**config.mk**
```make
export PLATFORM = sky130hd
export DESIGN_NAME = top_k_sorted_score_table_core
export DESIGN_NICKNAME = d
export VERILOG_FILES = /design/src/rtl/core/tkst_pkg.sv /design/src/rtl/core/tkst_cmp.sv /design/src/rtl/core/tkst_store.sv /design/src/rtl/core/top_k_sorted_score_table_core.sv
export SDC_FILE = /design/constraint.sdc
export NUM_CORES = 1
export LEC_CHECK = 0
export BUFFER_PORTS_ARGS = -buffer_cell sky130_fd_sc_hd__buf_2
export CORE_MARGIN = 2
export CORE_UTILIZATION = 65
export DETAILED_ROUTE_END_ITERATION = 7
export GPL_TIMING_DRIVEN = 1
export PLACE_DENSITY = 0.84
export SYNTH_ARGS = -nofsm -noshare
export SYNTH_HDL_FRONTEND = slang
export SYNTH_SLANG_ARGS = --single-unit
```
**constraint.sdc**
```tcl
create_clock -name clock -period 13.8 [get_ports clock]
set_input_delay 3.45 -clock clock [delete_from_list [all_inputs] [get_ports clock]]
set_output_delay 3.45 -clock clock [all_outputs]
set_load 0.01 [all_outputs]
```
**src/rtl/core/tkst_pkg.sv**
```systemverilog
// shared constants and small types for the top-k sorted score table
// no dependencies; used by tkst_cmp, tkst_store and the top level
package tkst_pkg;

   localparam int unsigned DEF_MAX_ENTRIES = 16;
   localparam int unsigned DEF_SCORE_BITS  = 32;

   localparam int unsigned MODE_W      = 2;
   localparam int unsigned IN_SCORE_W  = 32;
   localparam int unsigned NAME_BITS   = 64;
   localparam int unsigned IN_INDEX_W  = 4;
   localparam int unsigned POS_W       = 4;
   localparam int unsigned COUNT_W     = 5;
   localparam int unsigned CAP_W       = 5;
   localparam logic [CAP_W-1:0] CAP_RESET = 5'd10;

   localparam int unsigned REQ_TDATA_W = 104;
   localparam int unsigned RSP_TDATA_W = 16;

   localparam logic [MODE_W-1:0] MODE_ADD    = 2'd0;
   localparam logic [MODE_W-1:0] MODE_QUERY  = 2'd1;
   localparam logic [MODE_W-1:0] MODE_RENAME = 2'd2;

   // compare result of offered key against a stored score
   typedef struct packed {
      logic gt;
      logic eq;
   } cmp_res_type;

   // write strobes into the table memories
   typedef struct packed {
      logic score_en;
      logic name_en;
   } store_wr_type;

endpackage

```
**src/rtl/core/tkst_cmp.sv**
```systemverilog
// shared signed score comparator, used for the qualify check and the walk
// depends on tkst_pkg
module tkst_cmp #(
   parameter int unsigned SCORE_BITS = tkst_pkg::DEF_SCORE_BITS
) (
   input  logic [SCORE_BITS-1:0] key,
   input  logic [SCORE_BITS-1:0] stored,
   output tkst_pkg::cmp_res_type res
);

   always_comb begin
      res.gt = $signed(key) > $signed(stored);
      res.eq = key == stored;
   end

endmodule

```
**src/rtl/core/tkst_store.sv**
```systemverilog
// score and name tag memories: one write port, one registered read port
// depends on tkst_pkg
module tkst_store #(
   parameter int unsigned MAX_ENTRIES = tkst_pkg::DEF_MAX_ENTRIES,
   parameter int unsigned SCORE_BITS  = tkst_pkg::DEF_SCORE_BITS,
   localparam int unsigned IDX_W      = $clog2(MAX_ENTRIES)
) (
   input  logic                           clock,
   input  tkst_pkg::store_wr_type         wr,
   input  logic [IDX_W-1:0]               wr_addr,
   input  logic [SCORE_BITS-1:0]          wr_score,
   input  logic [tkst_pkg::NAME_BITS-1:0] wr_name,
   input  logic [IDX_W-1:0]               rd_addr,
   output logic [SCORE_BITS-1:0]          rd_score,
   output logic [tkst_pkg::NAME_BITS-1:0] rd_name
);

   logic [SCORE_BITS-1:0]          score_mem [MAX_ENTRIES];
   logic [tkst_pkg::NAME_BITS-1:0] name_mem  [MAX_ENTRIES];

   always_ff @(posedge clock) begin
      if (wr.score_en) begin
         score_mem[wr_addr] <= wr_score;
      end
      if (wr.name_en) begin
         name_mem[wr_addr] <= wr_name;
      end
      rd_score <= score_mem[rd_addr];
      rd_name  <= name_mem[rd_addr];
   end

endmodule

```
**src/rtl/core/top_k_sorted_score_table_core.sv**
```systemverilog
// top level of the top-k sorted score table: sequencer, count and result register
// depends on tkst_pkg, tkst_cmp and tkst_store
//
// Keeps up to csr capacity (score, name tag) entries sorted by descending score.
// req channel: one word per command (add, query, rename); rsp channel: one
// result word per command. csr_wr_en/csr_wr_data set the capacity, where 0 acts
// as 1 and values above MAX_ENTRIES as MAX_ENTRIES; a lower capacity drops the
// tail entries at once. Rename, unused mode and query on a table that is not full
// go from idle straight to the done state; query and add on a full table pass the
// qualify state first, where a rejected add ends. Add walks from the tail toward
// the head, one entry per cycle through the single memory read port and the shared
// comparator, then writes the new entry in the insert state. One command is in
// flight at a time; req_tready is high only while the sequencer is idle.
// The result sits in an output register; a stalled rsp side holds it and the
// next command can still be taken, finishing only once the register is free.
// Reset (synchronous, active high) empties the table and sets capacity to 10;
// memory contents are not cleared, no clearing pass is needed.
module top_k_sorted_score_table_core #(
   parameter int unsigned MAX_ENTRIES = tkst_pkg::DEF_MAX_ENTRIES,
   parameter int unsigned SCORE_BITS  = tkst_pkg::DEF_SCORE_BITS
) (
   input  logic                             clock,
   input  logic                             reset,
   input  logic                             req_tvalid,
   output logic                             req_tready,
   // mode[1:0], score_value[33:2], name_tag[97:34], entry_index[101:98], zero pad
   input  logic [tkst_pkg::REQ_TDATA_W-1:0] req_tdata,
   output logic                             rsp_tvalid,
   input  logic                             rsp_tready,
   // accepted[0], position[4:1], qualifies[5], entry_count[10:6], zero pad
   output logic [tkst_pkg::RSP_TDATA_W-1:0] rsp_tdata,
   input  logic                             csr_wr_en,
   input  logic [tkst_pkg::CAP_W-1:0]       csr_wr_data
);

   localparam int unsigned IDX_W = $clog2(MAX_ENTRIES);
   localparam int unsigned CNT_W = $clog2(MAX_ENTRIES + 1);

   localparam logic [2:0] ST_IDLE = 3'd0;
   localparam logic [2:0] ST_QUAL = 3'd1;
   localparam logic [2:0] ST_WALK = 3'd2;
   localparam logic [2:0] ST_INS  = 3'd3;
   localparam logic [2:0] ST_DONE = 3'd4;

   function automatic logic [CNT_W-1:0] eff_cap(input logic [tkst_pkg::CAP_W-1:0] c);
      logic [31:0] c32;
      logic [31:0] r;
      c32 = 32'(c);
      if (c32 == 32'd0) begin
         r = 32'd1;
      end else if (c32 > MAX_ENTRIES) begin
         r = MAX_ENTRIES;
      end else begin
         r = c32;
      end
      return CNT_W'(r);
   endfunction

   // request fields
   logic [tkst_pkg::MODE_W-1:0]     req_mode;
   logic [tkst_pkg::IN_SCORE_W-1:0] req_score;
   logic [tkst_pkg::NAME_BITS-1:0]  req_name;
   logic [tkst_pkg::IN_INDEX_W-1:0] req_index;
   logic [63:0]                     score_ext;
   logic [SCORE_BITS-1:0]           req_key;

   assign req_mode  = req_tdata[1:0];
   assign req_score = req_tdata[33:2];
   assign req_name  = req_tdata[97:34];
   assign req_index = req_tdata[101:98];
   assign score_ext = 64'($signed(req_score));
   assign req_key   = score_ext[SCORE_BITS-1:0];

   logic [2:0]                     state_ff, state_in;
   logic [tkst_pkg::CAP_W-1:0]     cap_ff, cap_in;
   logic [CNT_W-1:0]               held_ff, held_in;
   logic [IDX_W-1:0]               i_ff, i_in;
   logic [tkst_pkg::MODE_W-1:0]    mode_ff, mode_in;
   logic [SCORE_BITS-1:0]          key_ff, key_in;
   logic [tkst_pkg::NAME_BITS-1:0] name_ff, name_in;
   logic                           res_acc_ff, res_acc_in;
   logic [tkst_pkg::POS_W-1:0]     res_pos_ff, res_pos_in;
   logic                           res_qual_ff, res_qual_in;
   logic                           rsp_valid_ff, rsp_valid_in;
   logic [tkst_pkg::RSP_TDATA_W-1:0] rsp_data_ff, rsp_data_in;

   logic [CNT_W-1:0]               cap_eff;
   logic                           full;
   tkst_pkg::store_wr_type         wr;
   logic [IDX_W-1:0]               wr_addr;
   logic [SCORE_BITS-1:0]          wr_score;
   logic [tkst_pkg::NAME_BITS-1:0] wr_name;
   logic [IDX_W-1:0]               rd_addr;
   logic [SCORE_BITS-1:0]          rd_score;
   logic [tkst_pkg::NAME_BITS-1:0] rd_name;
   tkst_pkg::cmp_res_type          cmp;

   assign cap_eff    = eff_cap(cap_ff);
   assign full       = held_ff >= cap_eff;
   assign req_tready = state_ff == ST_IDLE;
   assign rsp_tvalid = rsp_valid_ff;
   assign rsp_tdata  = rsp_data_ff;

   tkst_cmp #(
      .SCORE_BITS(SCORE_BITS)
   ) u_cmp (
      .key   (key_ff),
      .stored(rd_score),
      .res   (cmp)
   );

   tkst_store #(
      .MAX_ENTRIES(MAX_ENTRIES),
      .SCORE_BITS (SCORE_BITS)
   ) u_store (
      .clock   (clock),
      .wr      (wr),
      .wr_addr (wr_addr),
      .wr_score(wr_score),
      .wr_name (wr_name),
      .rd_addr (rd_addr),
      .rd_score(rd_score),
      .rd_name (rd_name)
   );

   always_comb begin
      logic [31:0] idx32;
      logic [31:0] pos32;
      logic [31:0] cnt32;
      logic [CNT_W-1:0] new_cap;
      state_in     = state_ff;
      cap_in       = cap_ff;
      held_in      = held_ff;
      i_in         = i_ff;
      mode_in      = mode_ff;
      key_in       = key_ff;
      name_in      = name_ff;
      res_acc_in   = res_acc_ff;
      res_pos_in   = res_pos_ff;
      res_qual_in  = res_qual_ff;
      rsp_valid_in = rsp_valid_ff;
      rsp_data_in  = rsp_data_ff;
      wr           = '0;
      wr_addr      = i_ff;
      wr_score     = key_ff;
      wr_name      = name_ff;
      rd_addr      = IDX_W'(held_ff - CNT_W'(1));
      idx32        = 32'(req_index);
      pos32        = 32'(i_ff);
      cnt32        = 32'(held_ff);
      new_cap      = eff_cap(csr_wr_data);

      if (rsp_valid_ff && rsp_tready) begin
         rsp_valid_in = 1'b0;
      end

      if (csr_wr_en) begin
         cap_in = csr_wr_data;
         if (held_ff > new_cap) begin
            held_in = new_cap;
         end
      end

      unique case (state_ff)
         ST_IDLE: begin
            if (req_tvalid) begin
               mode_in     = req_mode;
               key_in      = req_key;
               name_in     = req_name;
               res_acc_in  = 1'b0;
               res_pos_in  = '0;
               res_qual_in = 1'b0;
               state_in    = ST_DONE;
               unique case (req_mode)
                  tkst_pkg::MODE_ADD: begin
                     if (full) begin
                        // tail entry must be beaten before anything moves
                        i_in     = IDX_W'(held_ff - CNT_W'(1));
                        state_in = ST_QUAL;
                     end else begin
                        i_in = IDX_W'(held_ff);
                        if (held_ff == '0) begin
                           state_in = ST_INS;
                        end else begin
                           state_in = ST_WALK;
                        end
                     end
                  end
                  tkst_pkg::MODE_QUERY: begin
                     if (full) begin
                        state_in = ST_QUAL;
                     end else begin
                        res_qual_in = 1'b1;
                     end
                  end
                  tkst_pkg::MODE_RENAME: begin
                     if (idx32 < 32'(held_ff)) begin
                        wr.name_en = 1'b1;
                        wr_addr    = idx32[IDX_W-1:0];
                        wr_name    = req_name;
                        res_acc_in = 1'b1;
                     end
                  end
                  default: begin
                  end
               endcase
            end
         end
         ST_QUAL: begin
            rd_addr = i_ff - IDX_W'(1);
            if (mode_ff == tkst_pkg::MODE_QUERY) begin
               res_qual_in = cmp.gt;
               state_in    = ST_DONE;
            end else if (!cmp.gt) begin
               state_in = ST_DONE;
            end else if (i_ff == '0) begin
               state_in = ST_INS;
            end else begin
               state_in = ST_WALK;
            end
         end
         ST_WALK: begin
            // read data is entry i-1; move it down while it is not above the key
            rd_addr = i_ff - IDX_W'(2);
            if (cmp.gt || cmp.eq) begin
               wr.score_en = 1'b1;
               wr.name_en  = 1'b1;
               wr_score    = rd_score;
               wr_name     = rd_name;
               i_in        = i_ff - IDX_W'(1);
               if (i_ff == IDX_W'(1)) begin
                  state_in = ST_INS;
               end
            end else begin
               state_in = ST_INS;
            end
         end
         ST_INS: begin
            wr.score_en = 1'b1;
            wr.name_en  = 1'b1;
            if (!full) begin
               held_in = held_ff + CNT_W'(1);
            end
            res_acc_in  = 1'b1;
            res_qual_in = 1'b1;
            res_pos_in  = pos32[tkst_pkg::POS_W-1:0];
            state_in    = ST_DONE;
         end
         ST_DONE: begin
            if (!rsp_valid_ff || rsp_tready) begin
               rsp_valid_in = 1'b1;
               rsp_data_in  = {5'd0, cnt32[tkst_pkg::COUNT_W-1:0], res_qual_ff,
                               res_pos_ff, res_acc_ff};
               state_in     = ST_IDLE;
            end
         end
         default: begin
            state_in = ST_IDLE;
         end
      endcase
   end

   always_ff @(posedge clock) begin
      if (reset) begin
         state_ff     <= ST_IDLE;
         cap_ff       <= tkst_pkg::CAP_RESET;
         held_ff      <= '0;
         rsp_valid_ff <= 1'b0;
      end else begin
         state_ff     <= state_in;
         cap_ff       <= cap_in;
         held_ff      <= held_in;
         rsp_valid_ff <= rsp_valid_in;
      end
      i_ff        <= i_in;
      mode_ff     <= mode_in;
      key_ff      <= key_in;
      name_ff     <= name_in;
      res_acc_ff  <= res_acc_in;
      res_pos_ff  <= res_pos_in;
      res_qual_ff <= res_qual_in;
      rsp_data_ff <= rsp_data_in;
   end

   // count never exceeds the effective capacity
   assert property (@(posedge clock) disable iff (reset) held_ff <= cap_eff)
      else $error("entry count above capacity");

   // the walk always has an entry above it to look at
   assert property (@(posedge clock) disable iff (reset) state_ff == ST_WALK |-> i_ff != '0)
      else $error("walk reached the head");

   // a nonzero position only comes with an accepted add
   assert property (@(posedge clock) disable iff (reset)
      rsp_valid_ff && rsp_data_ff[4:1] != '0 |-> rsp_data_ff[0] && rsp_data_ff[5])
      else $error("position reported without insert");

endmodule
```
======== Yosys cells after proc, flatten, opt, wreduce, memory -nomap -nowiden ========
Memories as Yosys holds them, arrays and structs flattened. A register that Yosys moved wholly into a read port is not among the register bits.
Cells that the tools add are included.
operators by class
  add/sub/neg operators ................... 4
  order comparisons ....................... 6
  equal/unequal tests ..................... 15
  muxes and demuxes ....................... 50
  reduce and logical (&&, ||, !) cells .... 19
operators with widths
  cell                                                                number
  32-bit two-way mux                                                  2
  5-bit two-way mux                                                   8
  4-bit two-way mux                                                   9
  32-bit == test                                                      1
  32-bit greater-than comparator                                      1
  4-bit case mux with 2 select lines                                  3
  3-bit two-way mux                                                   7
  5-bit logical NOT                                                   3
  3-bit case mux with 5 select lines                                  1
  1-bit two-way mux                                                   14
  5-bit greater-than comparator, second input constant                2
  2-bit != test, second input constant                                4
  4-bit by 1-bit subtractor with 4-bit output, second input constant  2
  3-bit by 2-bit == test with 1-bit output, second input constant     2
  3-bit case mux with 2 select lines                                  1
  2-bit AND reduction                                                 3
  3-bit AND reduction                                                 2
  5-bit by 1-bit adder with 5-bit output, second input constant       1
  5-bit >= comparator                                                 1
  5-bit greater-than comparator                                       1
  4-bit by 5-bit < comparator with 1-bit output                       1
  2-bit by 1-bit == test with 1-bit output, second input constant     2
  4-bit by 1-bit == test with 1-bit output, second input constant     1
  4-bit logical NOT                                                   1
  17 further kinds                                                    21
storage, ports and cells
  flip-flop bits (word level) ............. 69
  RAM bits ................................ 512
  input port bits ......................... 114
  output and inout bits ................... 18
  logic and storage cells ................. 106
  memories kept ........................... 1
memories
  memory             words  bits a word  rd ports  clocked after Yosys merged registers in  write ports  RTL line          text
  u_store.score_mem  16     32           1         1                                        1            tkst_store.sv:18  logic [SCORE_BITS-1:0] score_mem [MAX_ENTRIES];

======== Longest topological paths before layout ========
  depth after elaboration ................. 8
  mapped depth ............................ 11
  depth with buffers taken out ............ 11

======== Cells and area by module ========
Synthesis repeated with hierarchy kept, for this count alone.
second synthesis, totals
  cell total of the unflattened synthesis .. 3217
  area total of the unflattened synthesis .. 67184.4 um^2
modules (own cells, without submodules)
  module                         instances  cells an instance  area an instance (um^2)  sequential area each (um^2)
  tkst_store                     1          2487               59452.0                  48046.1
  top_k_sorted_score_table_core  1          616                6887.9                   3853.7
  tkst_cmp                       1          114                844.6                    0.0

======== Least setup slack after synthesis ========
No wires, ideal clock.
  path kind ............................... in2reg
  from .................................... in req_tvalid
  to ...................................... mem u_store.score_mem[10][0] in the netlist's numbering (enable)
  library setup time ...................... 0.461 ns
  arrival time ............................ 7.409 ns
  required time ........................... 13.339 ns
  setup slack ............................. 5.930 ns
  stages .................................. 7
  buffers on the path ..................... 1
  path through ............................ nand2_2 -> inv_1 -> and3_1 -> clkbuf_1 -> o21ai_1 -> a211o_1 -> nor3_1
between the ends
  word-level cells in the longest chain between the ends .. 2
RTL lines
  what               RTL line                              text
  start, declared    top_k_sorted_score_table_core.sv:24   input logic req_tvalid,
  4-bit two-way mux  top_k_sorted_score_table_core.sv:166  if (req_tvalid) begin
  4-bit two-way mux  top_k_sorted_score_table_core.sv:164  unique case (state_ff)
  end, declared      tkst_store.sv:18
No other way between the ends.

======== Final worst setup path ========
  from .................................... in req_tvalid
  to ...................................... mem u_store.score_mem[0][31] in the netlist's numbering (enable)
The elaborated chain is that of the path after synthesis.

==> impl_metrics.yaml <==
routing:
  post_drt_wl_per_cell_um: 27.0
  routed_wl_um: 52500
  drc_errors: 0
  drt_first_pass_iters: 7
  ant_nets: 0
  via_per_inst: 6.52
  drtIter0Drc: 1346
  vias: 12600
clocking:
  cts-buffers-inserted: 58
  clk_latency_ns: 0.63
  cts-hold-fix-buffers: 0
  post-cts-setup-buffers: 0
  clkTransAtPathRegs_ns: 0.06
  cts_sinks: 613
  cts_root_buf: "clkbuf_16"
  clockBufferDepth: 3
  h-tree-depth: 2
  cts_tree: "built"
  cts_resized: 0
floorplan:
  fp.dieW_um: 200
  die_h_um: 200
  core-area_mm2: 0.0377
  io_pins: 132
  row_count: 71
  initial_core_util_pct: 66.1
  die_area_mm2: 0.0399
finish:
  antenna_cells: 0
  final_cell_area_mm2: 0.0278
  nets: 1548
  syn2layout_area_growth_pct: 11.7
  drive_above_1_share_pct: 23.9
sta:
  rsz0062_at_grt: "false"
  final-hold-violation-count: 0
  clock_skew_ns: 0.0214
  max_freq_ghz: 0.150
  slew_viol_final: 0
  tightest_slew_ns: 1.12
  setup_viol: 0
  slew_headroom_pct: 25.6
  period_needed_ns: 6.68
  layout_setup_ws_ns: 7.12
  fin_setup_tns_ns: 0
  fin_crit_sh_pct: 48.4
setup_path:
  cpMaxStageDelayCell: "nor3_2"
  path_cells: "buf_2 > nand2_2 > inv_2 > nand3_1 > a211oi_1 > o21ai_0 > nor3_2 > buf_4"
  start_kind: "primary input"
  cp_top_family: "buffers and inverters"
  slowest_delay_ns: 0.83
  cp_data_arrival_time_ns: 6.93
  critPathKind: "in2reg"
  crit_buf_inv: 3
  cp_data_required_time_ns: 14.05
  endpoint_kind: "register"
  critPathMaxFanout: 36
logic_synthesis:
  avgSynthCellArea_um2: 19.3
  async_reset_ff_share_pct: 0
  synth_top_family_by_area: "multiplexers"
  synth_edf_count: 567
  synthAdderAreaFrac_pct: 2.61
  synth_xor_area_share_pct: 0.246
  synth_mux_area_share_pct: 17.1
  synth_cell_type_count: 63
  ys_warn_count: 0
  syn_area_mm2: 0.0249
  yosys.area_share.simple_pct: 3.38
  synth_compound_area_share_pct: 2.57
  yosysSeqAreaShare_pct: 72.1
  synth-seq-cells: 613
  synthFlopType: "edfxtp_1"
  netlist_instances: 1290
grt:
  first_global_vias: 13000
  grt_pass1_wl_um: 78600
  grt_start_max_net_pins: 76
  grt_overflow: 0
  antenna_found_initial: 0
  grt.total_usage_pct: 27.5
power_and_ir_drop:
  ir_drop_v: 0.000127
  powerDensity_mw_per_mm2: 164
  p_leak_nw: 9.47
run_status:
  outcome: "finished clean"
placed_design:
  dp_hpwl_um: 27100
  postPlaceCellArea_mm2: 0.0258
  gp_congestion: 0.812
  port_buffers: 60
  dp_slack_ns: 6.44
run:
  maxCapViolCount: 0
hold_path:
  hold_class: "reg2reg"
## logic make-up after synthesis
family,after synthesis
and+or+nand+nor,159
DFF,613
AOI/OAI and AO/OA,95
other,1
xor gates and xnor gates,7
buffers and inverters,103
muxes,260
adders and majority gates,52
## flip-flops by register name (all words and copies together) (netlist names)
name / flops
u_store.score_mem: 512
key_ff: 32
u_store.rd_score: 32
rsp_tdata: 11
cap_ff: 5
held_ff: 5
i_ff: 4
res_pos_ff: 4
state_ff: 3
mode_ff: 2
res_acc_ff: 1
res_qual_ff: 1
rsp_tvalid: 1
## worst paths after layout
path / startpoint / endpoint / slack, ns / cells after the start
hold reg to reg: res_acc_ff$_DFFE_PP_ / rsp_tdata[0]$_DFFE_PP_ / 0.42 / 0
hold / removal: res_acc_ff$_DFFE_PP_ / rsp_tdata[0]$_DFFE_PP_ / 0.42 / 0
setup / recovery: req_tvalid / u_store.score_mem[0][31]$_DFFE_PP_ / 7.12 / 8
setup reg to reg: key_ff[31]$_DFFE_PP_ / u_store.score_mem[2][22]$_DFFE_PP_ / 8.93 / 9
## layer usage
layer | routed length (um) | up-vias | global-route usage [%]
li1 | - | 5412 | -
met1 | 20400 | 6529 | 37.7
met2 | 26600 | 618 | 46.3
met3 | 4320 | 90 | 5.25
met4 | 1120 | 0 | 7.35
met5 | 0 | - | 0
## worst reg2reg max path: stages (launching register included)
cell and delay (ns):
edfxtp_1 0.45, ha_1 0.49, nand4_1 0.26, nor4_1 0.78, nand3_1 0.29, nand2_1 0.20
nor4_4 0.06, o21a_1 0.50, nor3_2 0.86, buf_4 0.60
## power by group
| part | leakage [nW] | internal [mW] | switching (mW) |
|---|---|---|---|
| Combinational | 3.01 | 0.279 | 0.424 |
| Sequential | 5.51 | 2.18 | 0.0487 |
| Clock | 0.942 | 0.944 | 0.677 |
## stage by stage
step	cells	hold slack (ns)	total power, mW	util [%]
6_report	1941	0.422	4.55	73.8
5_1_grt	1941	0.434	4.71	73.8
4_1_cts	1941	0.420	4.58	73.8
3_5_place_dp	1833	0.405	2.95	68.6
3_3_place_gp	1833	0.402	2.92	68.6
2_1_floorplan	1294	0.400	2.76	-
## placed cells by master, fill, tap and decap left out, types with 4 or more instances in the layout
cell and instances:
xnor2_1 5, buf_4 25, a21oi_1 31, inv_1 44
ha_1 52, nor4_1 8, nand2b_1 10, nor3_2 16
bufinv_16 8, nand4_1 9, clkinv_2 7, nand3_1 16
clkinvlp_4 4, buf_2 60, a21o_1 5, nor2b_1 8
a31oi_1 4, clkinv_1 9, mux2_2 13, clkbuf_16 58
nand2_1 31, mux2i_1 99, conb_1 5, dfxtp_1 46
and3_1 6, o21ai_0 17, edfxtp_1 567, clkbuf_1 14
mux4_2 128, nor3_1 9, or3_1 5, nor2_1 28
mux2_1 20
## Yosys cell counts, types with 2 or more instances
| cell type | number | area share, % |
|---|---|---|
| a211o_1 | 3 | 0.11 |
| a21boi_0 | 2 | 0.060 |
| a211oi_1 | 2 | 0.060 |
| mux2_1 | 20 | 0.90 |
| clkbuf_1 | 12 | 0.18 |
| mux4_2 | 128 | 12 |
| and3_1 | 6 | 0.15 |
| mux2i_1 | 99 | 4.0 |
| and2_1 | 3 | 0.075 |
| nand2b_1 | 10 | 0.25 |
| or3_1 | 5 | 0.13 |
| o31a_1 | 3 | 0.11 |
| nor4_1 | 8 | 0.20 |
| xor2_1 | 2 | 0.070 |
| a21o_1 | 5 | 0.15 |
| nor3_1 | 25 | 0.50 |
| nand4_1 | 9 | 0.23 |
| nor2_1 | 28 | 0.42 |
| buf_4 | 19 | 0.57 |
| buf_1 | 8 | 0.12 |
| o21a_1 | 3 | 0.090 |
| nor2b_1 | 8 | 0.20 |
| buf_2 | 14 | 0.28 |
| o21ai_1 | 3 | 0.060 |
| o21ai_0 | 18 | 0.36 |
| o211ai_1 | 3 | 0.090 |
| a311o_1 | 2 | 0.080 |
| ha_1 | 52 | 2.6 |
| mux2_2 | 13 | 0.59 |
| buf_6 | 3 | 0.14 |
| nand3_1 | 16 | 0.32 |
| a21oi_1 | 32 | 0.64 |
| edfxtp_1 | 567 | 68 |
| a31oi_1 | 4 | 0.10 |
| o2111ai_1 | 2 | 0.070 |
| a221oi_1 | 3 | 0.11 |
| inv_1 | 45 | 0.68 |
| dfxtp_1 | 46 | 3.7 |
| nand2_1 | 31 | 0.47 |
| xnor2_1 | 5 | 0.18 |
## area by class of cell
cell class / instances / area [um2]
Clock buffer: 75 / 1550
Clock inverter: 33 / 415
Fill cell: 2119 / 9880
Inverter: 46 / 173
Multi-Input combinational cell: 578 / 6580
Sequential cell: 613 / 17900
Tap cell: 511 / 639
Timing Repair Buffer: 85 / 488
Note: power is estimated with default switching activity, not from simulation.
